$ cat src/rtl/core/bcd_pkg.sv
// Shared types, constants and helper functions for the BC1/BC3 block decoder.
`timescale 1ns / 1ps
package bcd_pkg;

   localparam int MAX_DIM = 16384;
   localparam int QDEPTH  = 4;
   localparam int QPTR_W  = $clog2(QDEPTH);
   localparam int QCNT_W  = $clog2(QDEPTH + 1);

   // register indexes on the csr port
   localparam logic [1:0] REG_FORMAT = 2'd0;
   localparam logic [1:0] REG_WIDTH  = 2'd1;
   localparam logic [1:0] REG_HEIGHT = 2'd2;

   typedef struct packed {
      logic [63:0] alpha_word;
      logic [63:0] color_word;
   } bcd_req_type;

   typedef struct packed {
      logic [13:0] pixel_x;
      logic [13:0] pixel_y;
      logic [7:0]  red;
      logic [7:0]  green;
      logic [7:0]  blue;
      logic [7:0]  alpha;
      logic        block_done;
      logic        image_done;
   } bcd_rsp_type;

   typedef struct packed {
      logic        dxt5;
      logic [14:0] width;
      logic [14:0] height;
   } bcd_cfg_type;

   // one decoded block: palettes plus placement, as queued between front and back
   typedef struct packed {
      logic [13:0]          x0;
      logic [13:0]          y0;
      logic [1:0]           ncols_m1;
      logic [1:0]           nrows_m1;
      logic                 last_block;
      logic                 dxt5;
      logic [31:0]          cidx;
      logic [47:0]          aidx;
      logic [3:0][3:0][7:0] cpal;   // [entry][r,g,b,a]
      logic [7:0][7:0]      apal;
   } bcd_blk_type;

   // 565 channel expansion tables, built at elaboration
   function automatic logic [31:0][7:0] exp5_table();
      logic [31:0][7:0] t;
      for (int i = 0; i < 32; i++) begin
         t[i] = 8'((i * 255 + 15) / 31);
      end
      return t;
   endfunction

   function automatic logic [63:0][7:0] exp6_table();
      logic [63:0][7:0] t;
      for (int i = 0; i < 64; i++) begin
         t[i] = 8'((i * 255 + 31) / 63);
      end
      return t;
   endfunction

   localparam logic [31:0][7:0] EXP5 = exp5_table();
   localparam logic [63:0][7:0] EXP6 = exp6_table();

   // reciprocal dividers, exact over the operand ranges used here
   function automatic logic [7:0] div3(input logic [9:0] x);
      logic [19:0] p;
      p = 20'(x) * 20'd683;
      return p[18:11];
   endfunction

   function automatic logic [7:0] div5(input logic [10:0] x);
      logic [20:0] p;
      p = 21'(x) * 21'd1639;
      return p[20:13];
   endfunction

   function automatic logic [7:0] div7(input logic [10:0] x);
      logic [22:0] p;
      p = 23'(x) * 23'd2341;
      return p[21:14];
   endfunction

endpackage

$ cat src/rtl/core/bc1_bc3_block_decoder_unit.sv
// Top level of the BC1/BC3 texture block decoder: csr registers, credit control, front/queue/back.
// Path: decode stage register, then block queue, then the pixel result register.
// Throughput: one pixel transaction per cycle unless the result side stalls; a block gives
// 1 to 16 pixels in the back end, one per in-image pixel, and the pixel walk is the pacing unit.
// Up to 4 blocks may be in flight (decode stage plus 4-entry queue) before full rises.
// Reset: synchronous, active high; format 0 (DXT1), width and height 1, block position 0.
`timescale 1ns / 1ps
module bc1_bc3_block_decoder_unit import bcd_pkg::*; (
   input  logic        clock,
   input  logic        reset,
   // input blocks
   input  logic        req_push,
   output logic        req_full,
   input  bcd_req_type req_data,
   // decoded pixels
   output logic        rsp_empty,
   input  logic        rsp_pop,
   output bcd_rsp_type rsp_data,
   // csr port
   input  logic        csr_psel,
   input  logic        csr_penable,
   input  logic        csr_pwrite,
   input  logic [3:0]  csr_paddr,
   input  logic [31:0] csr_pwdata,
   output logic [31:0] csr_prdata,
   output logic        csr_pready
);

   logic              fmt_ff, fmt_in;
   logic [14:0]       width_ff, width_in, height_ff, height_in;
   logic [QCNT_W-1:0] credit_ff, credit_in;

   logic        csr_wr, cfg_clear, accept;
   logic [1:0]  csr_idx;
   bcd_cfg_type cfg;

   logic        blk_valid, head_valid, head_pop;
   bcd_blk_type blk_data, head_data;

   // csr access: every transaction completes in its access cycle
   always_comb begin
      csr_pready = 1'b1;
      csr_idx    = csr_paddr[3:2];
      csr_wr     = csr_psel && csr_penable && csr_pwrite && csr_pready;

      fmt_in    = fmt_ff;
      width_in  = width_ff;
      height_in = height_ff;
      cfg_clear = 1'b0;
      case (csr_idx)
         REG_FORMAT: begin
            if (csr_wr) begin
               fmt_in    = csr_pwdata[0];
               cfg_clear = 1'b1;
            end
            csr_prdata = {31'd0, fmt_ff};
         end
         REG_WIDTH: begin
            if (csr_wr) begin
               width_in  = csr_pwdata[14:0];
               cfg_clear = 1'b1;
            end
            csr_prdata = {17'd0, width_ff};
         end
         REG_HEIGHT: begin
            if (csr_wr) begin
               height_in = csr_pwdata[14:0];
               cfg_clear = 1'b1;
            end
            csr_prdata = {17'd0, height_ff};
         end
         default: begin
            csr_prdata = 32'd0;
         end
      endcase

      cfg.dxt5   = fmt_ff;
      cfg.width  = width_ff;
      cfg.height = height_ff;
   end

   // credits cover the decode stage and the queue, so the front never stalls
   always_comb begin
      req_full  = (credit_ff == QCNT_W'(QDEPTH));
      accept    = req_push && !req_full;
      credit_in = credit_ff + QCNT_W'(accept) - QCNT_W'(head_pop);
   end

   always_ff @(posedge clock) begin
      if (reset) begin
         fmt_ff    <= 1'b0;
         width_ff  <= 15'd1;
         height_ff <= 15'd1;
         credit_ff <= '0;
      end else begin
         fmt_ff    <= fmt_in;
         width_ff  <= width_in;
         height_ff <= height_in;
         credit_ff <= credit_in;
      end
   end

   bcd_front u_front (
      .clock     (clock),
      .reset     (reset),
      .cfg       (cfg),
      .cfg_clear (cfg_clear),
      .accept    (accept),
      .req_data  (req_data),
      .blk_valid (blk_valid),
      .blk_data  (blk_data)
   );

   bcd_queue u_queue (
      .clock      (clock),
      .reset      (reset),
      .push_valid (blk_valid),
      .push_data  (blk_data),
      .pop        (head_pop),
      .head_valid (head_valid),
      .head_data  (head_data)
   );

   bcd_back u_back (
      .clock      (clock),
      .reset      (reset),
      .head_valid (head_valid),
      .head_data  (head_data),
      .head_pop   (head_pop),
      .rsp_empty  (rsp_empty),
      .rsp_pop    (rsp_pop),
      .rsp_data   (rsp_data)
   );

   assert property (@(posedge clock) disable iff (reset)
      credit_ff <= QCNT_W'(QDEPTH))
      else $error("block credit count out of range");

   assert property (@(posedge clock) disable iff (reset)
      (!rsp_empty && rsp_data.image_done) |-> rsp_data.block_done)
      else $error("image end flagged off a block end");

endmodule

$ cat src/rtl/core/bcd_front.sv
// Front end: block placement, endpoint expansion and palette build into the block queue.
`timescale 1ns / 1ps
module bcd_front import bcd_pkg::*; (
   input  logic        clock,
   input  logic        reset,
   input  bcd_cfg_type cfg,
   input  logic        cfg_clear,
   input  logic        accept,
   input  bcd_req_type req_data,
   output logic        blk_valid,
   output bcd_blk_type blk_data
);

   typedef struct packed {
      logic [13:0]          x0;
      logic [13:0]          y0;
      logic [1:0]           ncols_m1;
      logic [1:0]           nrows_m1;
      logic                 last_block;
      logic                 dxt5;
      logic                 four;
      logic [31:0]          cidx;
      logic [47:0]          aidx;
      logic [2:0][7:0]      e0;
      logic [2:0][7:0]      e1;
      logic [2:0][9:0]      s21;
      logic [2:0][9:0]      s12;
      logic [2:0][8:0]      smid;
      logic [7:0]           a0;
      logic [7:0]           a1;
      logic                 agt;
      logic [5:0][10:0]     sev;
      logic [3:0][10:0]     fif;
   } bcd_s1_type;

   logic [11:0] col_ff, col_in, row_ff, row_in;
   logic        s1_valid_ff;
   bcd_s1_type  s1_ff, s1_in;

   logic [14:0] wc, hc, rem_x, rem_y;
   logic [12:0] bw, bh, col_inc, row_inc;
   logic [11:0] col_cur, row_cur;
   logic        pos_ok, col_wrap, row_wrap;
   logic [15:0] c0, c1;

   always_comb begin
      wc = (cfg.width == 15'd0) ? 15'd1 :
           (cfg.width > 15'(MAX_DIM)) ? 15'(MAX_DIM) : cfg.width;
      hc = (cfg.height == 15'd0) ? 15'd1 :
           (cfg.height > 15'(MAX_DIM)) ? 15'(MAX_DIM) : cfg.height;
      bw = 13'((wc + 15'd3) >> 2);
      bh = 13'((hc + 15'd3) >> 2);
      pos_ok  = ({1'b0, col_ff} < bw) && ({1'b0, row_ff} < bh);
      col_cur = pos_ok ? col_ff : 12'd0;
      row_cur = pos_ok ? row_ff : 12'd0;
      col_inc = {1'b0, col_cur} + 13'd1;
      row_inc = {1'b0, row_cur} + 13'd1;
      col_wrap = (col_inc == bw);
      row_wrap = (row_inc == bh);

      col_in = col_ff;
      row_in = row_ff;
      if (cfg_clear) begin
         col_in = 12'd0;
         row_in = 12'd0;
      end else if (accept) begin
         col_in = col_wrap ? 12'd0 : col_inc[11:0];
         row_in = col_wrap ? (row_wrap ? 12'd0 : row_inc[11:0]) : row_cur;
      end

      c0 = req_data.color_word[15:0];
      c1 = req_data.color_word[31:16];

      s1_in.x0 = {col_cur, 2'b00};
      s1_in.y0 = {row_cur, 2'b00};
      rem_x = wc - {1'b0, s1_in.x0};
      rem_y = hc - {1'b0, s1_in.y0};
      s1_in.ncols_m1 = (rem_x > 15'd3) ? 2'd3 : 2'(rem_x - 15'd1);
      s1_in.nrows_m1 = (rem_y > 15'd3) ? 2'd3 : 2'(rem_y - 15'd1);
      s1_in.last_block = col_wrap && row_wrap;
      s1_in.dxt5 = cfg.dxt5;
      s1_in.four = cfg.dxt5 || (c0 > c1);
      s1_in.cidx = req_data.color_word[63:32];
      s1_in.aidx = req_data.alpha_word[63:16];
      s1_in.e0[0] = EXP5[c0[15:11]];
      s1_in.e0[1] = EXP6[c0[10:5]];
      s1_in.e0[2] = EXP5[c0[4:0]];
      s1_in.e1[0] = EXP5[c1[15:11]];
      s1_in.e1[1] = EXP6[c1[10:5]];
      s1_in.e1[2] = EXP5[c1[4:0]];
      for (int k = 0; k < 3; k++) begin
         s1_in.s21[k]  = {1'b0, s1_in.e0[k], 1'b0} + 10'(s1_in.e1[k]);
         s1_in.s12[k]  = 10'(s1_in.e0[k]) + {1'b0, s1_in.e1[k], 1'b0};
         s1_in.smid[k] = 9'(s1_in.e0[k]) + 9'(s1_in.e1[k]);
      end
      s1_in.a0  = req_data.alpha_word[7:0];
      s1_in.a1  = req_data.alpha_word[15:8];
      s1_in.agt = s1_in.a0 > s1_in.a1;
      for (int i = 1; i <= 6; i++) begin
         s1_in.sev[i-1] = 11'(7 - i) * 11'(s1_in.a0) + 11'(i) * 11'(s1_in.a1);
      end
      // weighted sums reach 5 * 255, so they need eleven bits
      for (int i = 1; i <= 4; i++) begin
         s1_in.fif[i-1] = 11'(5 - i) * 11'(s1_in.a0) + 11'(i) * 11'(s1_in.a1);
      end
   end

   always_ff @(posedge clock) begin
      if (reset) begin
         col_ff      <= 12'd0;
         row_ff      <= 12'd0;
         s1_valid_ff <= 1'b0;
      end else begin
         col_ff      <= col_in;
         row_ff      <= row_in;
         s1_valid_ff <= accept;
      end
   end

   always_ff @(posedge clock) begin
      if (accept) begin
         s1_ff <= s1_in;
      end
   end

   // second step: divides by 3, 5 and 7, palette select
   always_comb begin
      blk_valid           = s1_valid_ff;
      blk_data.x0         = s1_ff.x0;
      blk_data.y0         = s1_ff.y0;
      blk_data.ncols_m1   = s1_ff.ncols_m1;
      blk_data.nrows_m1   = s1_ff.nrows_m1;
      blk_data.last_block = s1_ff.last_block;
      blk_data.dxt5       = s1_ff.dxt5;
      blk_data.cidx       = s1_ff.cidx;
      blk_data.aidx       = s1_ff.aidx;
      for (int k = 0; k < 3; k++) begin
         blk_data.cpal[0][k] = s1_ff.e0[k];
         blk_data.cpal[1][k] = s1_ff.e1[k];
         blk_data.cpal[2][k] = s1_ff.four ? div3(s1_ff.s21[k]) : s1_ff.smid[k][8:1];
         blk_data.cpal[3][k] = s1_ff.four ? div3(s1_ff.s12[k]) : 8'd0;
      end
      blk_data.cpal[0][3] = 8'd255;
      blk_data.cpal[1][3] = 8'd255;
      blk_data.cpal[2][3] = 8'd255;
      blk_data.cpal[3][3] = s1_ff.four ? 8'd255 : 8'd0;
      blk_data.apal[0] = s1_ff.a0;
      blk_data.apal[1] = s1_ff.a1;
      if (s1_ff.agt) begin
         for (int i = 0; i < 6; i++) begin
            blk_data.apal[i+2] = div7(s1_ff.sev[i]);
         end
      end else begin
         for (int i = 0; i < 4; i++) begin
            blk_data.apal[i+2] = div5(s1_ff.fif[i]);
         end
         blk_data.apal[6] = 8'd0;
         blk_data.apal[7] = 8'd255;
      end
   end

   // the four-color palette must be forced in DXT5 mode
   assert property (@(posedge clock) disable iff (reset)
      (s1_valid_ff && s1_ff.dxt5) |-> s1_ff.four)
      else $error("dxt5 block decoded with three-color palette");

endmodule

$ cat src/rtl/core/bcd_queue.sv
// Small block queue between the decode front and the pixel back end.
`timescale 1ns / 1ps
module bcd_queue import bcd_pkg::*; (
   input  logic        clock,
   input  logic        reset,
   input  logic        push_valid,
   input  bcd_blk_type push_data,
   input  logic        pop,
   output logic        head_valid,
   output bcd_blk_type head_data
);

   bcd_blk_type           entry_ff [QDEPTH];
   logic [QPTR_W-1:0]     wr_ptr_ff, wr_ptr_in, rd_ptr_ff, rd_ptr_in;
   logic [QCNT_W-1:0]     count_ff, count_in;

   always_comb begin
      wr_ptr_in = push_valid ? wr_ptr_ff + QPTR_W'(1) : wr_ptr_ff;
      rd_ptr_in = pop ? rd_ptr_ff + QPTR_W'(1) : rd_ptr_ff;
      count_in  = count_ff + QCNT_W'(push_valid) - QCNT_W'(pop);
      head_valid = (count_ff != '0);
      head_data  = entry_ff[rd_ptr_ff];
   end

   always_ff @(posedge clock) begin
      if (reset) begin
         wr_ptr_ff <= '0;
         rd_ptr_ff <= '0;
         count_ff  <= '0;
      end else begin
         wr_ptr_ff <= wr_ptr_in;
         rd_ptr_ff <= rd_ptr_in;
         count_ff  <= count_in;
      end
   end

   always_ff @(posedge clock) begin
      if (push_valid) begin
         entry_ff[wr_ptr_ff] <= push_data;
      end
   end

   assert property (@(posedge clock) disable iff (reset)
      push_valid |-> (count_ff != QCNT_W'(QDEPTH) || pop))
      else $error("block queue overflow");

   assert property (@(posedge clock) disable iff (reset)
      pop |-> head_valid)
      else $error("block queue underflow");

endmodule

$ cat src/rtl/core/bcd_back.sv
// Back end: visible head-block pixels go into the result register, one per cycle unless stalled.
`timescale 1ns / 1ps
module bcd_back import bcd_pkg::*; (
   input  logic        clock,
   input  logic        reset,
   input  logic        head_valid,
   input  bcd_blk_type head_data,
   output logic        head_pop,
   output logic        rsp_empty,
   input  logic        rsp_pop,
   output bcd_rsp_type rsp_data
);

   logic [1:0]  px_ff, px_in, py_ff, py_in;
   logic        out_valid_ff, out_valid_in;
   bcd_rsp_type out_ff, out_in;

   logic        adv, last_col, last_row, blk_end;
   logic [3:0]  pix;
   logic [1:0]  cc;
   logic [2:0]  ai;

   always_comb begin
      adv      = head_valid && (!out_valid_ff || rsp_pop);
      last_col = (px_ff == head_data.ncols_m1);
      last_row = (py_ff == head_data.nrows_m1);
      blk_end  = last_col && last_row;
      head_pop = adv && blk_end;

      pix = {py_ff, px_ff};
      cc  = head_data.cidx[{pix, 1'b0} +: 2];
      ai  = head_data.aidx[6'(pix) * 6'd3 +: 3];

      out_in.pixel_x    = {head_data.x0[13:2], px_ff};
      out_in.pixel_y    = {head_data.y0[13:2], py_ff};
      out_in.red        = head_data.cpal[cc][0];
      out_in.green      = head_data.cpal[cc][1];
      out_in.blue       = head_data.cpal[cc][2];
      out_in.alpha      = head_data.dxt5 ? head_data.apal[ai] : head_data.cpal[cc][3];
      out_in.block_done = blk_end;
      out_in.image_done = blk_end && head_data.last_block;

      px_in = px_ff;
      py_in = py_ff;
      if (adv) begin
         px_in = last_col ? 2'd0 : px_ff + 2'd1;
         py_in = last_col ? (last_row ? 2'd0 : py_ff + 2'd1) : py_ff;
      end

      out_valid_in = adv ? 1'b1 : (rsp_pop ? 1'b0 : out_valid_ff);

      rsp_empty = !out_valid_ff;
      rsp_data  = out_ff;
   end

   always_ff @(posedge clock) begin
      if (reset) begin
         px_ff        <= 2'd0;
         py_ff        <= 2'd0;
         out_valid_ff <= 1'b0;
      end else begin
         px_ff        <= px_in;
         py_ff        <= py_in;
         out_valid_ff <= out_valid_in;
      end
   end

   always_ff @(posedge clock) begin
      if (adv) begin
         out_ff <= out_in;
      end
   end

   // the pixel walk must restart at the block corner when a block retires
   assert property (@(posedge clock) disable iff (reset)
      head_pop |=> (px_ff == 2'd0 && py_ff == 2'd0))
      else $error("pixel walk not restarted after block end");

endmodule

$ cat config.mk
export PLATFORM = sky130hd
export DESIGN_NAME = bc1_bc3_block_decoder_unit
export DESIGN_NICKNAME = d
export VERILOG_FILES = /design/src/rtl/core/bcd_pkg.sv /design/src/rtl/core/bc1_bc3_block_decoder_unit.sv /design/src/rtl/core/bcd_front.sv /design/src/rtl/core/bcd_queue.sv /design/src/rtl/core/bcd_back.sv
export SDC_FILE = /design/constraint.sdc
export NUM_CORES = 2
export LEC_CHECK = 0
export ABC_AREA = 1
export BUFFER_PORTS_ARGS = -buffer_cell sky130_fd_sc_hd__buf_2
export CORE_MARGIN = 2
export CORE_UTILIZATION = 60
export CTS_BUF_LIST = sky130_fd_sc_hd__clkbuf_16
export CTS_CLUSTER_DIAMETER = 30
export DETAILED_ROUTE_END_ITERATION = 6
export PLACE_DENSITY_LB_ADDON = 0.3
export SETUP_SLACK_MARGIN = 0.5
export SKIP_CTS_REPAIR_TIMING = 1
export SLEW_MARGIN = 10
export SYNTH_ARGS = -nofsm -noshare
export SYNTH_HDL_FRONTEND = slang
export SYNTH_SLANG_ARGS = --single-unit
$ cat constraint.sdc
create_clock -name clock -period 9.13 [get_ports clock]
set_clock_uncertainty 0.1 [all_clocks]
set_input_delay 0 -clock clock [delete_from_list [all_inputs] [get_ports clock]]
set_output_delay 0 -clock clock [all_outputs]
set_load 0.02 [all_outputs]
==> impl_metrics.py <==
metrics = {
    "sta": {
        "finalSetupViolCount": 0,
        "clock.fmax_mhz": 145,
        "slew_headroom_pct": 7.54,
        "finalHoldViolCount": 2,
        "max_slew.worst_pin.slew_ns": 1.38,
        "period_share_pct": 75.6,
        "grt_setup_unrepaired": "false",
        "fin_setup_tns_ns": 0,
        "min_period_ns": 6.90,
        "fin_hold_ws_ns": -0.00379,
        "finalMaxSlewViolations": 0,
    },
    "layout": {
        "nets": 11000,
        "drive_gt1_share_pct": 9.78,
        "syn2layout_area_growth_pct": 17.3,
        "final_core_util_pct": 71.0,
    },
    "pwr": {
        "power.total_mw": 47.4,
        "power_frac_comb_pct": 53.1,
        "power.leakage_nw": 49.0,
        "power_frac_seq_pct": 23.4,
        "p_int_mw": 27.3,
        "clkPwrFrac_pct": 23.5,
        "powerDensity_mw_per_mm2": 427,
        "peakVddDrop_uv": 391,
        "p_switching_mw": 20.1,
        "swShare_pct": 42.5,
    },
    "worst_setup_path": {
        "r2r-start": "width_ff[2]",
        "required_ns": 9.64,
        "r2r-end": "u_front.blk_data[277]",
        "end_kind": "flop",
        "slowest_delay_ns": 0.45,
        "arrival_ns": 7.41,
        "start_kind": "flop",
        "critPathKind": "flop to flop",
        "path_max_fanout": 27,
        "slowest_stage": "nor2_8",
        "cpMostUsedCell": "nand2_1",
        "r2r_slack_ns": 2.23,
        "worstRegToRegCells": 39,
    },
    "global_route": {
        "grt_overflow": 0,
        "grt_pass1_wl_um": 362000,
        "track_usage_pct": 28.5,
        "grt_start_max_net_pins": 221,
        "grt_antenna_before_repair": 11,
        "grt_pass1_vias": 67800,
    },
    "die": {
        "dieArea_mm2": 0.161,
        "die_h_um": 401,
        "rows": 145,
        "initial_utilization_pct": 60.5,
        "fp.dieW_um": 401,
        "core_mm2": 0.157,
        "boundaryPins": 268,
    },
    "synth": {
        "synth_flop_cell": "edfxtp_1",
        "synth_edf_count": 1466,
        "netlist_top_cells_area": "edfxtp_1, ha_1, fa_1",
        "syn-instance-count": 8603,
        "ys_async_sr_fraction_pct": 0,
        "ys_seq_area_share_pct": 48.0,
        "syn_avg_cell_area_um2": 11.0,
        "ys_ff_latch": 1539,
        "yosysWarnings": 0,
        "synth_area_mm2": 0.0947,
        "synth_top_area_share_pct": 46.5,
        "netlist-cell-type-count": 58,
        "synth_top_area_cell": "edfxtp_1",
    },
    "cts": {
        "cts_buffers": 313,
        "cts_htree_levels": 5,
        "path_clk_slew_ns": 0.05,
        "clock_latency_ns": 0.93,
        "cts_tree": "done",
        "cts_buffer_depth": 4,
        "cts-root-buf": "clkbuf_16",
        "cts_sinks": 1539,
    },
    "route": {
        "num_vias": 67700,
        "routed_wirelength_um": 237000,
        "first_pass_iters": 6,
        "highest_layer": "met5",
        "ant_nets": 0,
        "drtIter0Drc": 6643,
        "route.met3.wl_um": 20100,
        "wl_met1_um": 96900,
        "wl_met2_um": 113000,
        "viasPerCell": 5.87,
        "route.detailed.drc": 0,
        "wire_per_inst_um": 20.5,
    },
    "min_path": {
        "hp-class": "primary input to flop",
        "hold_path_end": "height_ff[6]",
        "whs_path_depth": 5,
        "hp-start": "csr_psel",
    },
    "placed_design": {
        "dp_hpwl_um": 151000,
        "port_buffers": 230,
        "routabilityCongestion": 0.900,
    },
    "status": {
        "status": "complete, but fails checks",
        "violations": "negative hold slack",
    },
    "flow_run": {
        "max_cap_violations": 0,
    },
}
## cell families after synthesis
group                    after synthesis  synth area share (%)
AO/OA/AOI/OAI                       1651                  10.2
other                                  2               0.00793
AND/OR/NAND/NOR                     2016                  8.92
XOR/XNOR                             243                  2.25
flip-flops                          1539                  48.0
buffers and inverters               1538                  6.24
adder cells (fa/ha/maj)             1614                  24.4
## flip-flops by register name, indices dropped and copies added, names as in the netlist, named ones only
signal               cells
u_back.out_valid_ff      1
credit_ff                3
u_front.col_ff          12
u_queue.wr_ptr_ff        2
u_back.px_ff             2
u_front.row_ff          12
u_queue.count_ff         3
width_ff                15
fmt_ff                   1
u_back.py_ff             2
u_front.blk_valid        1
u_back.rsp_data         62
u_queue.entry_ff      1060
u_queue.rd_ptr_ff        2
u_front.s1_ff          186
u_front.blk_data       158
height_ff               15
## layer usage
| metal | global-route usage, % | up-vias |
|---|---|---|
| met5 | 0 | - |
| met3 | 5.15 | 529 |
| met4 | 9.80 | 6 |
| li1 | - | 31300 |
| met1 | 38.2 | 32900 |
| met2 | 47.0 | 2922 |
## cells in the final DEF, fill, tap and decap left out, types with 31 or more instances in the layout
cell,instances
o211ai_1,34
dlygate4sd3_1,284
o21ai_0,593
clkinv_2,40
nand3_1,201
nor3_1,52
inv_1,1267
o221ai_1,51
fa_1,389
ha_1,1225
clkbuf_16,319
nand4_1,44
buf_4,49
a21oi_1,554
dfxtp_1,70
inv_6,45
xnor2_1,83
xor2_1,160
nand2_1,973
buf_2,230
edfxtp_1,1466
o22ai_1,145
nor2_1,644
clkinvlp_4,35
o21bai_1,31
bufinv_16,31
a32o_1,74
## Yosys cell counts, types with 52 or more instances
cell and number:
fa_1 389, inv_1 1252, ha_1 1225, nand2_1 975, nor3_1 52, o22ai_1 145, nand3_1 202, clkbuf_1 202
a32o_1 74, dfxtp_1 73, nor2_1 644, xor2_1 160, xnor2_1 83, edfxtp_1 1466, o21ai_0 594, a21oi_1 555
## cell type report
cell class                      count  area (um2)
Clock buffer                      319        7980
Sequential cell                  1539       45500
Inverter                         1267        4810
Tap cell                         2058        2570
Antenna cell                       10        25.0
Fill cell                       10400       45400
Timing Repair Buffer              567        4440
Clock inverter                    233        2360
Multi-Input combinational cell   5542       43500
## power groups by stage
stage / Sequential, mW / Combinational (mW) / Clock, mW
after global placement: 11.1 / 23.6 / 0
after global routing: 11.2 / 29.0 / 11.6
after CTS: 11.1 / 25.1 / 11.2
after floorplan: 11.2 / 17.9 / 0
final: 11.1 / 25.2 / 11.2
after detailed placement: 11.2 / 24.6 / 0
## metrics by stage
| stage | area [um2] | hold WS (ns) | worst slack, ns | instances |
|---|---|---|---|---|
| after floorplan | 94800 | -0.0333 | 0.776 | 8619 |
| after global placement | 97900 | 0.0776 | 2.34 | 10700 |
| after detailed placement | 97900 | 0.0781 | 2.25 | 10700 |
| after CTS | 108000 | -0.898 | 2.20 | 11200 |
| after global routing | 111000 | 0.0379 | 1.47 | 11500 |
| final | 111000 | -0.00379 | 2.23 | 11500 |
## critical path: cells and delay by family (launching register included)
| kind | cells | cell delay [ns] |
|---|---|---|
| adders and majority gates | 3 | 0.84 |
| xor gates and xnor gates | 1 | 0.26 |
| and+or+nand+nor | 24 | 3.27 |
| buffers and inverters | 5 | 0.49 |
| DFF | 1 | 0.40 |
| AOI/OAI and AO/OA | 6 | 1.25 |
## worst max path at each step
stage          depth (start not counted)          from                     to
6_report                              39   width_ff[2]  u_front.blk_data[277]
5_1_grt                               39  width_ff[12]  u_front.blk_data[277]
4_1_cts                               39   width_ff[2]  u_front.blk_data[277]
3_5_place_dp                          39   width_ff[2]  u_front.blk_data[277]
3_3_place_gp                          39   width_ff[2]  u_front.blk_data[276]
2_1_floorplan                          5  credit_ff[1]  u_front.blk_data[100]
Power figures use the tool's default switching activity.
